`config.mk`:
```
export PLATFORM = sky130hd
export DESIGN_NAME = etc2_rgb_block_decoder_top
export DESIGN_NICKNAME = d
export VERILOG_FILES = /design/src/etc2_pkg.sv /design/src/etc2_rgb_block_decoder_top.sv /design/src/etc2_front.sv /design/src/etc2_queue.sv /design/src/etc2_back.sv
export SDC_FILE = /design/constraint.sdc
export NUM_CORES = 1
export LEC_CHECK = 0
export ABC_AREA = 1
export BUFFER_PORTS_ARGS = -buffer_cell sky130_fd_sc_hd__buf_2
export CAP_MARGIN = 10
export CORE_MARGIN = 10
export CORE_UTILIZATION = 51
export DETAILED_ROUTE_END_ITERATION = 7
export PLACE_DENSITY = 0.77
export SYNTH_ARGS = -nofsm -noshare
export SYNTH_HDL_FRONTEND = slang
export SYNTH_HIERARCHICAL = 1
export SYNTH_SLANG_ARGS = --single-unit
```
`constraint.sdc`:
```
create_clock -name clk -period 18.12 [get_ports clk]
set_clock_uncertainty 0.1 [all_clocks]
set_input_delay 0.906 -clock clk [delete_from_list [all_inputs] [get_ports clk]]
set_output_delay 0.906 -clock clk [all_outputs]
set_load 0.05 [all_outputs]
```
`src/etc2_pkg.sv`:
```
// Shared types, tables and bit-field helpers for the ETC2 RGB block decoder.
package etc2_pkg;

  localparam int unsigned BlockWidth = 64;
  localparam int unsigned PixCount   = 16;
  localparam int unsigned IdxWidth   = 4;
  localparam int unsigned ChanWidth  = 8;
  localparam int unsigned OutWidth   = IdxWidth + 3 * ChanWidth;  // 28
  localparam int unsigned OutBytes   = (OutWidth + 7) / 8;
  localparam int unsigned OutTdataW  = OutBytes * 8;              // 32
  localparam int unsigned QueueDepthDef = 2;

  typedef enum logic [2:0] {
    MODE_INDIV,
    MODE_DIFF,
    MODE_T,
    MODE_H,
    MODE_PLANAR
  } mode_t;

  // Classified block handed from the front part to the back part.
  typedef struct packed {
    mode_t      mode;
    logic [7:0] c0r, c0g, c0b;   // base 0 (origin in planar)
    logic [7:0] c1r, c1g, c1b;   // base 1 (horizontal in planar)
    logic [7:0] c2r, c2g, c2b;   // vertical in planar
    logic [6:0] th_dist;         // T/H distance
    logic [2:0] cw0, cw1;        // subblock table codewords
    logic       flip;
    logic [31:0] idx;            // pixel index bits
    logic        h_ge;           // H-mode ordering bit
  } blk_t;

  function automatic logic [7:0] mod_lookup(input logic [2:0] cw, input logic hi);
    logic [7:0] v;
    unique case (cw)
      3'd0: v = hi ? 8'd8   : 8'd2;
      3'd1: v = hi ? 8'd17  : 8'd5;
      3'd2: v = hi ? 8'd29  : 8'd9;
      3'd3: v = hi ? 8'd42  : 8'd13;
      3'd4: v = hi ? 8'd60  : 8'd18;
      3'd5: v = hi ? 8'd80  : 8'd24;
      3'd6: v = hi ? 8'd106 : 8'd33;
      default: v = hi ? 8'd183 : 8'd47;
    endcase
    return v;
  endfunction

  function automatic logic [6:0] dist_lookup(input logic [2:0] s);
    logic [6:0] v;
    unique case (s)
      3'd0: v = 7'd3;
      3'd1: v = 7'd6;
      3'd2: v = 7'd11;
      3'd3: v = 7'd16;
      3'd4: v = 7'd23;
      3'd5: v = 7'd32;
      3'd6: v = 7'd41;
      default: v = 7'd64;
    endcase
    return v;
  endfunction

  function automatic logic [7:0] clamp8(input logic signed [11:0] v);
    logic [7:0] r;
    if (v < 0) begin
      r = 8'd0;
    end else if (v > 12'sd255) begin
      r = 8'd255;
    end else begin
      r = v[7:0];
    end
    return r;
  endfunction

endpackage

```
`src/etc2_rgb_block_decoder_top.sv`:
```
// Top level of the ETC2 RGB8 block decoder.
//
// The input stream carries one 64-bit compressed block per request on
// in_tdata (first stored byte in bits 63..56). The output stream carries
// sixteen pixel requests per block in row-major order; out_tlast marks the
// sixteenth pixel. out_tdata holds pixel index, red, green, blue.
// The front part classifies a block in the cycle it is accepted and writes
// it into a short queue; the back part reads the queue head and produces
// one registered pixel per cycle while the receiver is ready. The first
// pixel of a block passes from the queue head into the output register.
// The back part has a single pixel path. The queue lets a new block be
// accepted while the previous one is still being emitted.
// Synchronous active-low reset empties the queue and the output register.
// When the receiver holds out_tready low, the output register holds its
// pixel, the back part stops, and once the queue fills in_tready drops.
module etc2_rgb_block_decoder_top
  import etc2_pkg::*;
#(
  parameter int unsigned QueueDepth = QueueDepthDef
) (
  input  logic        clk,
  input  logic        rst_n,
  input  logic        in_tvalid,
  output logic        in_tready,
  input  logic [63:0] in_tdata,   // block_bits
  output logic        out_tvalid,
  input  logic        out_tready,
  output logic [31:0] out_tdata,  // pixel_index[3:0], red, green, blue, zero fill
  output logic        out_tlast   // last
);

  blk_t front_blk, head_blk;
  logic q_full, q_empty, q_pop;
  logic [3:0] pix;
  logic [7:0] r, g, b;

  etc2_front u_front (
    .block_bits(in_tdata),
    .blk       (front_blk)
  );

  etc2_queue #(.Depth(QueueDepth)) u_queue (
    .clk      (clk),
    .rst_n    (rst_n),
    .push     (in_tvalid),
    .push_data(front_blk),
    .full     (q_full),
    .pop      (q_pop),
    .pop_data (head_blk),
    .empty    (q_empty)
  );

  etc2_back u_back (
    .clk      (clk),
    .rst_n    (rst_n),
    .blk      (head_blk),
    .blk_valid(!q_empty),
    .blk_pop  (q_pop),
    .out_valid(out_tvalid),
    .out_ready(out_tready),
    .out_pix  (pix),
    .out_r    (r),
    .out_g    (g),
    .out_b    (b),
    .out_last (out_tlast)
  );

  assign in_tready = !q_full;
  assign out_tdata = {4'd0, b, g, r, pix};

  // A popped block must have been present.
  assert property (@(posedge clk) disable iff (!rst_n) q_pop |-> !q_empty)
    else $error("queue popped while empty");

  // A stalled pixel keeps its payload.
  assert property (@(posedge clk) disable iff (!rst_n)
    (out_tvalid && !out_tready) |=> (out_tvalid && $stable(out_tdata)))
    else $error("output changed under stall");

  // tlast is set exactly on pixel fifteen.
  assert property (@(posedge clk) disable iff (!rst_n)
    out_tvalid |-> (out_tlast == (out_tdata[3:0] == 4'd15)))
    else $error("tlast mismatch");

endmodule

```
`src/etc2_front.sv`:
```
// Front part: decodes the block header into mode, base colors and tables.
module etc2_front
  import etc2_pkg::*;
(
  input  logic        [63:0] block_bits,
  output blk_t               blk
);

  logic [7:0] d0, d1, d2, d3, d4, d5, d6, d7;
  logic signed [5:0] sr, sg, sb;
  logic [7:0] hc0r, hc0g, hc0b, hc1r, hc1g, hc1b;
  logic [7:0] tmp;

  assign d0 = block_bits[63:56];
  assign d1 = block_bits[55:48];
  assign d2 = block_bits[47:40];
  assign d3 = block_bits[39:32];
  assign d4 = block_bits[31:24];
  assign d5 = block_bits[23:16];
  assign d6 = block_bits[15:8];
  assign d7 = block_bits[7:0];

  assign sr = $signed({1'b0, d0[7:3]}) + $signed({{3{d0[2]}}, d0[2:0]});
  assign sg = $signed({1'b0, d1[7:3]}) + $signed({{3{d1[2]}}, d1[2:0]});
  assign sb = $signed({1'b0, d2[7:3]}) + $signed({{3{d2[2]}}, d2[2:0]});

  // H-mode base colors are needed for the ordering compare.
  always_comb begin
    hc0r = {d0[6:3], d0[6:3]};
    hc0g = {d0[2:0], d1[4], d0[2:0], d1[4]};
    tmp  = {4'd0, d1[3], d1[1:0], d2[7]};
    hc0b = {tmp[3:0], tmp[3:0]};
    hc1r = {d2[6:3], d2[6:3]};
    hc1g = {d2[2:0], d3[7], d2[2:0], d3[7]};
    hc1b = {d3[6:3], d3[6:3]};
  end

  always_comb begin
    blk      = '0;
    blk.idx  = block_bits[31:0];
    blk.flip = d3[0];
    blk.cw0  = d3[7:5];
    blk.cw1  = d3[4:2];
    blk.h_ge = ({hc0r, hc0g, hc0b} >= {hc1r, hc1g, hc1b});
    if (!d3[1]) begin
      blk.mode = MODE_INDIV;
      blk.c0r = {d0[7:4], d0[7:4]};
      blk.c1r = {d0[3:0], d0[3:0]};
      blk.c0g = {d1[7:4], d1[7:4]};
      blk.c1g = {d1[3:0], d1[3:0]};
      blk.c0b = {d2[7:4], d2[7:4]};
      blk.c1b = {d2[3:0], d2[3:0]};
    end else if (sr[5]) begin
      // T mode: red leaves 0..31 (bit 5 covers both signs for this range).
      blk.mode = MODE_T;
      blk.c0r = {d0[4:3], d0[1:0], d0[4:3], d0[1:0]};
      blk.c0g = {d1[7:4], d1[7:4]};
      blk.c0b = {d1[3:0], d1[3:0]};
      blk.c1r = {d2[7:4], d2[7:4]};
      blk.c1g = {d2[3:0], d2[3:0]};
      blk.c1b = {d3[7:4], d3[7:4]};
      blk.th_dist = dist_lookup({d3[3:2], d3[0]});
    end else if (sg[5]) begin
      blk.mode = MODE_H;
      blk.c0r = hc0r; blk.c0g = hc0g; blk.c0b = hc0b;
      blk.c1r = hc1r; blk.c1g = hc1g; blk.c1b = hc1b;
      blk.th_dist = dist_lookup({d3[2], d3[0], blk.h_ge});
    end else if (sb[5]) begin
      blk.mode = MODE_PLANAR;
      blk.c0r = {d0[6:1], d0[6:5]};
      blk.c0g = {d0[0], d1[6:1], d0[0]};
      blk.c0b = {d1[0], d2[4:3], d2[1:0], d3[7], d1[0], d2[4]};
      blk.c1r = {d3[6:2], d3[0], d3[6:5]};
      blk.c1g = {d4[7:1], d4[7]};
      blk.c1b = {d4[0], d5[7:3], d4[0], d5[7]};
      blk.c2r = {d5[2:0], d6[7:5], d5[2:1]};
      blk.c2g = {d6[4:0], d7[7:6], d6[4]};
      blk.c2b = {d7[5:0], d7[5:4]};
    end else begin
      blk.mode = MODE_DIFF;
      blk.c0r = {d0[7:3], d0[7:5]};
      blk.c0g = {d1[7:3], d1[7:5]};
      blk.c0b = {d2[7:3], d2[7:5]};
      blk.c1r = {sr[4:0], sr[4:2]};
      blk.c1g = {sg[4:0], sg[4:2]};
      blk.c1b = {sb[4:0], sb[4:2]};
    end
  end

endmodule

```
`src/etc2_queue.sv`:
```
// Small FIFO of classified blocks between the front and back parts.
module etc2_queue
  import etc2_pkg::*;
#(
  parameter int unsigned Depth = QueueDepthDef
) (
  input  logic clk,
  input  logic rst_n,
  input  logic push,
  input  blk_t push_data,
  output logic full,
  input  logic pop,
  output blk_t pop_data,
  output logic empty
);

  localparam int unsigned PtrW = (Depth > 1) ? $clog2(Depth) : 1;

  blk_t mem_r [Depth];
  logic [PtrW-1:0] wr_r, rd_r;
  logic [PtrW:0]   cnt_r;

  assign full     = (cnt_r == (PtrW+1)'(Depth));
  assign empty    = (cnt_r == '0);
  assign pop_data = mem_r[rd_r];

  always_ff @(posedge clk) begin
    if (push && !full) begin
      mem_r[wr_r] <= push_data;
    end
  end

  always_ff @(posedge clk) begin
    if (!rst_n) begin
      wr_r  <= '0;
      rd_r  <= '0;
      cnt_r <= '0;
    end else begin
      if (push && !full) begin
        wr_r <= (wr_r == PtrW'(Depth - 1)) ? '0 : wr_r + 1'b1;
      end
      if (pop && !empty) begin
        rd_r <= (rd_r == PtrW'(Depth - 1)) ? '0 : rd_r + 1'b1;
      end
      cnt_r <= cnt_r + (PtrW+1)'(push && !full) - (PtrW+1)'(pop && !empty);
    end
  end

endmodule

```
`src/etc2_back.sv`:
```
// Back part: walks the sixteen pixels of a block and registers each result.
module etc2_back
  import etc2_pkg::*;
(
  input  logic        clk,
  input  logic        rst_n,
  input  blk_t        blk,
  input  logic        blk_valid,
  output logic        blk_pop,
  output logic        out_valid,
  input  logic        out_ready,
  output logic [3:0]  out_pix,
  output logic [7:0]  out_r,
  output logic [7:0]  out_g,
  output logic [7:0]  out_b,
  output logic        out_last
);

  logic [3:0] pix_r;
  logic       valid_r;
  logic [3:0] opix_r;
  logic [7:0] or_r, og_r, ob_r;
  logic       advance;
  logic [1:0] x, y;
  logic [3:0] bi;
  logic [1:0] q;
  logic       s;
  logic signed [8:0] delta;
  logic [7:0] br, bg, bb;
  logic [7:0] pr, pg, pb;

  assign x  = pix_r[1:0];
  assign y  = pix_r[3:2];
  assign bi = {x, y};
  assign q  = {blk.idx[16 + bi], blk.idx[bi]};

  assign advance = blk_valid && (!valid_r || out_ready);
  assign blk_pop = advance && (pix_r == 4'd15);

  function automatic logic [7:0] planar(input logic [7:0] o, input logic [7:0] h,
                                        input logic [7:0] v, input logic [1:0] px,
                                        input logic [1:0] py);
    logic signed [12:0] t;
    t = $signed({3'd0, px}) * ($signed({1'b0, h}) - $signed({1'b0, o}))
      + $signed({3'd0, py}) * ($signed({1'b0, v}) - $signed({1'b0, o}))
      + $signed({3'b0, o, 2'b10});
    return clamp8(12'(t >>> 2));
  endfunction

  always_comb begin
    s     = blk.flip ? y[1] : x[1];
    delta = '0;
    br = blk.c0r; bg = blk.c0g; bb = blk.c0b;
    pr = '0; pg = '0; pb = '0;
    unique case (blk.mode)
      MODE_INDIV, MODE_DIFF: begin
        delta = $signed({1'b0, mod_lookup(s ? blk.cw1 : blk.cw0, q[0])});
        if (q[1]) delta = -delta;
        if (s) begin
          br = blk.c1r; bg = blk.c1g; bb = blk.c1b;
        end
      end
      MODE_T: begin
        if (q != 2'd0) begin
          br = blk.c1r; bg = blk.c1g; bb = blk.c1b;
        end
        if (q == 2'd1) delta = $signed({2'b0, blk.th_dist});
        if (q == 2'd3) delta = -$signed({2'b0, blk.th_dist});
      end
      MODE_H: begin
        if (q[1]) begin
          br = blk.c1r; bg = blk.c1g; bb = blk.c1b;
        end
        delta = q[0] ? -$signed({2'b0, blk.th_dist}) : $signed({2'b0, blk.th_dist});
      end
      default: begin
        pr = planar(blk.c0r, blk.c1r, blk.c2r, x, y);
        pg = planar(blk.c0g, blk.c1g, blk.c2g, x, y);
        pb = planar(blk.c0b, blk.c1b, blk.c2b, x, y);
      end
    endcase
    if (blk.mode != MODE_PLANAR) begin
      pr = clamp8($signed({4'b0, br}) + 12'(delta));
      pg = clamp8($signed({4'b0, bg}) + 12'(delta));
      pb = clamp8($signed({4'b0, bb}) + 12'(delta));
    end
  end

  always_ff @(posedge clk) begin
    if (!rst_n) begin
      pix_r   <= '0;
      valid_r <= 1'b0;
    end else begin
      if (advance) begin
        pix_r   <= pix_r + 1'b1;
        valid_r <= 1'b1;
      end else if (out_ready) begin
        valid_r <= 1'b0;
      end
    end
  end

  always_ff @(posedge clk) begin
    if (advance) begin
      opix_r <= pix_r;
      or_r   <= pr;
      og_r   <= pg;
      ob_r   <= pb;
    end
  end

  assign out_valid = valid_r;
  assign out_pix   = opix_r;
  assign out_r     = or_r;
  assign out_g     = og_r;
  assign out_b     = ob_r;
  assign out_last  = (opix_r == 4'd15);

endmodule

```
======== Yosys cells after proc, flatten, opt, wreduce, memory -nomap -nowiden ========
Memories as Yosys holds them, arrays and structs flattened. A register that Yosys moved wholly into a read port is not among the register bits.
Cells that the tools add are included.
cells by class
  muxes and demuxes ....................... 71
  shifts and indexed selects .............. 0
  add/sub/neg operators ................... 26
  multiply operators ...................... 6
  div/mod/pow operators ................... 0
  bitwise gates (word level) .............. 0
  eq/ne operators ......................... 27
  order comparisons ....................... 15
  reductions and logical operators ........ 17
operator list
  operator               count
  $mux W8                29
  $mux W51               4
  $pmux W7 S7            2
  $mul A3 B13 Y13        6
  $mux W24               3
  $pmux W8 S3            3
  $pmux W8 S7            1
  $sub A8 B8 Y9          6
  $add A13 B11 Y13       3
  $add A13 B13 Y13       3
  $mux W7                5
  $gt A11 B9 Y1 const B  3
  $lt A11 B1 Y1 const B  3
  $lt A32 B6 Y1 const B  1
  $mux W31               1
  $add A9 B9 Y10         3
  $gt A10 B9 Y1 const B  3
  $lt A10 B1 Y1 const B  3
  $eq A3 B3 Y1 const B   9
  $mux W9                3
  $pmux W9 S3            1
  $eq A3 B2 Y1 const B   8
  $ge A24 B24 Y1         1
  $add A6 B3 Y6          3
  other kinds (28)       55
storage, ports and cells
  memories ................................ 1
  output and inout port bits .............. 35
  ROM bits ................................ 0
  RAM bits ................................ 244
  latch bits .............................. 0
  flip-flop bits (word level) ............. 37
  word-level logic and storage cells ...... 172
  input port bits ......................... 68
memories
  memory         depth  bits a word  rd ports  clocked after Yosys merged registers in  wr ports  line              RTL
  u_queue.mem_r  2      122          1         1                                        1         etc2_queue.sv:19  blk_t mem_r [Depth];

======== Longest topological paths before layout ========
  depth in word-level cells ............... 13
  mapped depth ............................ 37

======== Hierarchy ========
Netlist, hierarchy kept.
by module, submodules not included
  module                      times used  area an instance (sq um)  cells an instance  sequential area each (sq um)
  etc2_back                   1           11546.1                   1696               940.9
  etc2_queue                  1           9385.3                    418                7427.1
  etc2_front                  1           3130.5                    611                0.0
  etc2_rgb_block_decoder_top  1           41.3                      7                  0.0

======== Least setup slack after synthesis ========
No wires, ideal clock.
  path type ............................... input to register
  start point ............................. input in_tvalid
  end point ............................... memory u_queue/mem_r[0][0] (netlist bit), enable pin
  path buffers ............................ 0
  required time ........................... 17.416 ns
  library setup time ...................... 0.604 ns
  slack ................................... 11.370 ns
  stages on the path ...................... 2
  arrival time ............................ 6.046 ns
  cell sequence ........................... nand2_1 -> nor2_1
on the way
  longest elaborated chain between the ends .. 3
ends and longest elaborated chain
  element                        line                              RTL
  start, declared                etc2_rgb_block_decoder_top.sv:23  input logic in_tvalid,
  $logic_and A1 B1 Y1            etc2_queue.sv:28                  if (push && !full) begin
  $mux W1                        etc2_queue.sv:28
  $mux W1 (not written as such)  etc2_queue.sv:29                  mem_r[wr_r] <= push_data;
  end, declared                  etc2_queue.sv:19
Every way passes these cells.

==> reports/results.ini <==
[timing]
fin_crit_ns = 8.530
maxSlewViolCount = 0
tns_ns = 0
fmax_mhz = 117.2
slew-limit-headroom_pct = 26.46
period_share_pct = 47.07
tightest_slew_ns = 1.096
setup_slack_ns = 9.590
setup_viol = 0
grt_setup_unrepaired = no
hold_viol = 0

[synthesis]
ys_warn_count = 6
syn-mean-instance-area_sq_um = 8.806
syn_inst = 2729
netlist_area_sq_mm = 0.02403

[setup_path]
cpMaxStageDelayCell = buf_4
rr_endpoint = u_back/out_r[1]
start_kind = flop
worstPathArrival_ns = 8.88
max_stage_delay_ns = 0.78
worstSetupEndpointType = flop
reg2reg_slack_ns = 9.59
cp.required_ns = 18.47
worstSetupPathType = reg -> reg
rr_worst_depth = 30
path_max_fanout = 49

[power_and_ir_drop]
power_density_mw_per_mm2 = 103.4
finalPower_uw = 2647
p_leak_uw = 0.01200
ir_drop_mv = 0.08074

[place]
placed_cells = 3325
numPortBuffers = 98
pre_cts_ws_ns = 9.641
globalplace.congestion = 0.9422
hpwl_microns = 47300

[clock_network]
cts_buffers = 29
cts_setup_buffers = 0
clk_transition_reported_paths_ns = 0.07
insertion_delay_ns = 0.59
postCtsResizedCells = 0
root_buffer = clkbuf_16
htreeDepth = 1
cts_buffer_depth = 3
numClockSinks = 280
cts_tree = done
holdBufCountCts = 0

[floorplanning]
num_rows = 79
ios = 103
initial_core_util_pct = 51.62
die_area_sq_mm = 0.05620
die_h_microns = 237.1
die_w_microns = 237.1
core_sq_mm = 0.04656

[min_path]
hold_path_depth = 2
min_to = u_back/out_valid
hp-start = u_back/out_valid
hold_class = reg -> reg

[global_routing]
grt_use_total_pct = 21.44
grt_pass1_wl_microns = 98570
grt_start_max_net_pins = 74
overflow = 0
grt_antenna_before_repair = 0
grt_pass1_vias = 18366

[finish]
drive_gt1_share_pct = 12.62
num_antenna_cells = 0
mostFrequentLayoutCells = nand2_1, inv_1, edfxtp_1
final_cells = 3380
fin_nets = 3114
fill_cells = 4100
final_common_cell = nand2_1
syn2layout_area_growth_pct = 6.503
fin_util_pct = 54.98

[drt]
viasPerCell = 5.549
dr.pass1.iters = 6
wl_per_cell_microns = 18.21
dr.first_iter.drc_count = 2012
ant_nets = 0
num_vias = 18754
drc = 0
drt_wl_total_microns = 61560

[job]
maxCapViolCount = 0

[status]
status = completed

-- flip-flops by register name, indices dropped and copies added, names as in the netlist, 2 cells and up, named ones only --
name,cells
u_queue/mem_r,242
u_back/out_b,8
u_back/out_g,8
u_back/out_r,8
u_back/out_pix,4
u_back/pix_r,4
u_queue/cnt_r,2
-- routing by layer --
layer | wire (microns) | up-vias | global-route usage (%) | part of all wire [%]
li1 | - | 9053 | - | -
met1 | 27060 | 8877 | 28.92 | 44
met2 | 28300 | 704 | 34.94 | 46
met3 | 4161 | 120 | 2.732 | 6.8
met4 | 2041 | 0 | 7.238 | 3.3
met5 | 0 | - | 0 | 0
-- power breakdown --
group	switching (uW)	total, uW	internal [uW]	leakage, uW
Sequential	17.9	822	805	0.00263
Combinational	813	1220	411	0.00889
Clock	251	601	350	0.000477
-- per-stage QoR --
step,area [sq um],hold WS (ns)
2_1_floorplan,24040,0.3095
3_3_place_gp,24600,0.3791
3_5_place_dp,24600,0.3837
4_1_cts,25570,0.3860
5_1_grt,25590,0.4023
6_report,25590,0.3969
-- how the worst max path moves through the flow --
stage / start / endpoint / slack (ns) / cells past startpoint
after floorplan: in_tvalid / u_queue/mem_r[0][100] / 11.41 / 2
after global placement: flop / u_back/out_r[0] / 9.74 / 30
after detailed placement: flop / u_back/out_r[1] / 9.64 / 30
after CTS: flop / u_back/out_r[1] / 9.59 / 30
after global routing: flop / u_back/out_r[0] / 8.92 / 30
final: flop / u_back/out_r[1] / 9.59 / 30
-- worst max-delay path: cells and delay by family (launching register included) --
family / cells / cell delay [ns]
fa+ha+maj: 7 / 2.86
simple gates: 6 / 0.46
mux: 1 / 0.48
compound gates: 10 / 2.04
flops: 1 / 0.73
buf+inv: 6 / 1.64
-- layout make-up --
cell class	count	area, sq um	area share [%]
clock buffers	43	838.3	3.275
well taps	607	759.5	2.967
flip-flops and latches	280	8312	32.47
inverters	385	1450	5.666
multi-input cells	1938	13460	52.60
repair buffers	116	645.6	2.522
clock inverters	11	127.6	0.4986
No activity file was read; power rests on OpenSTA's default activity.
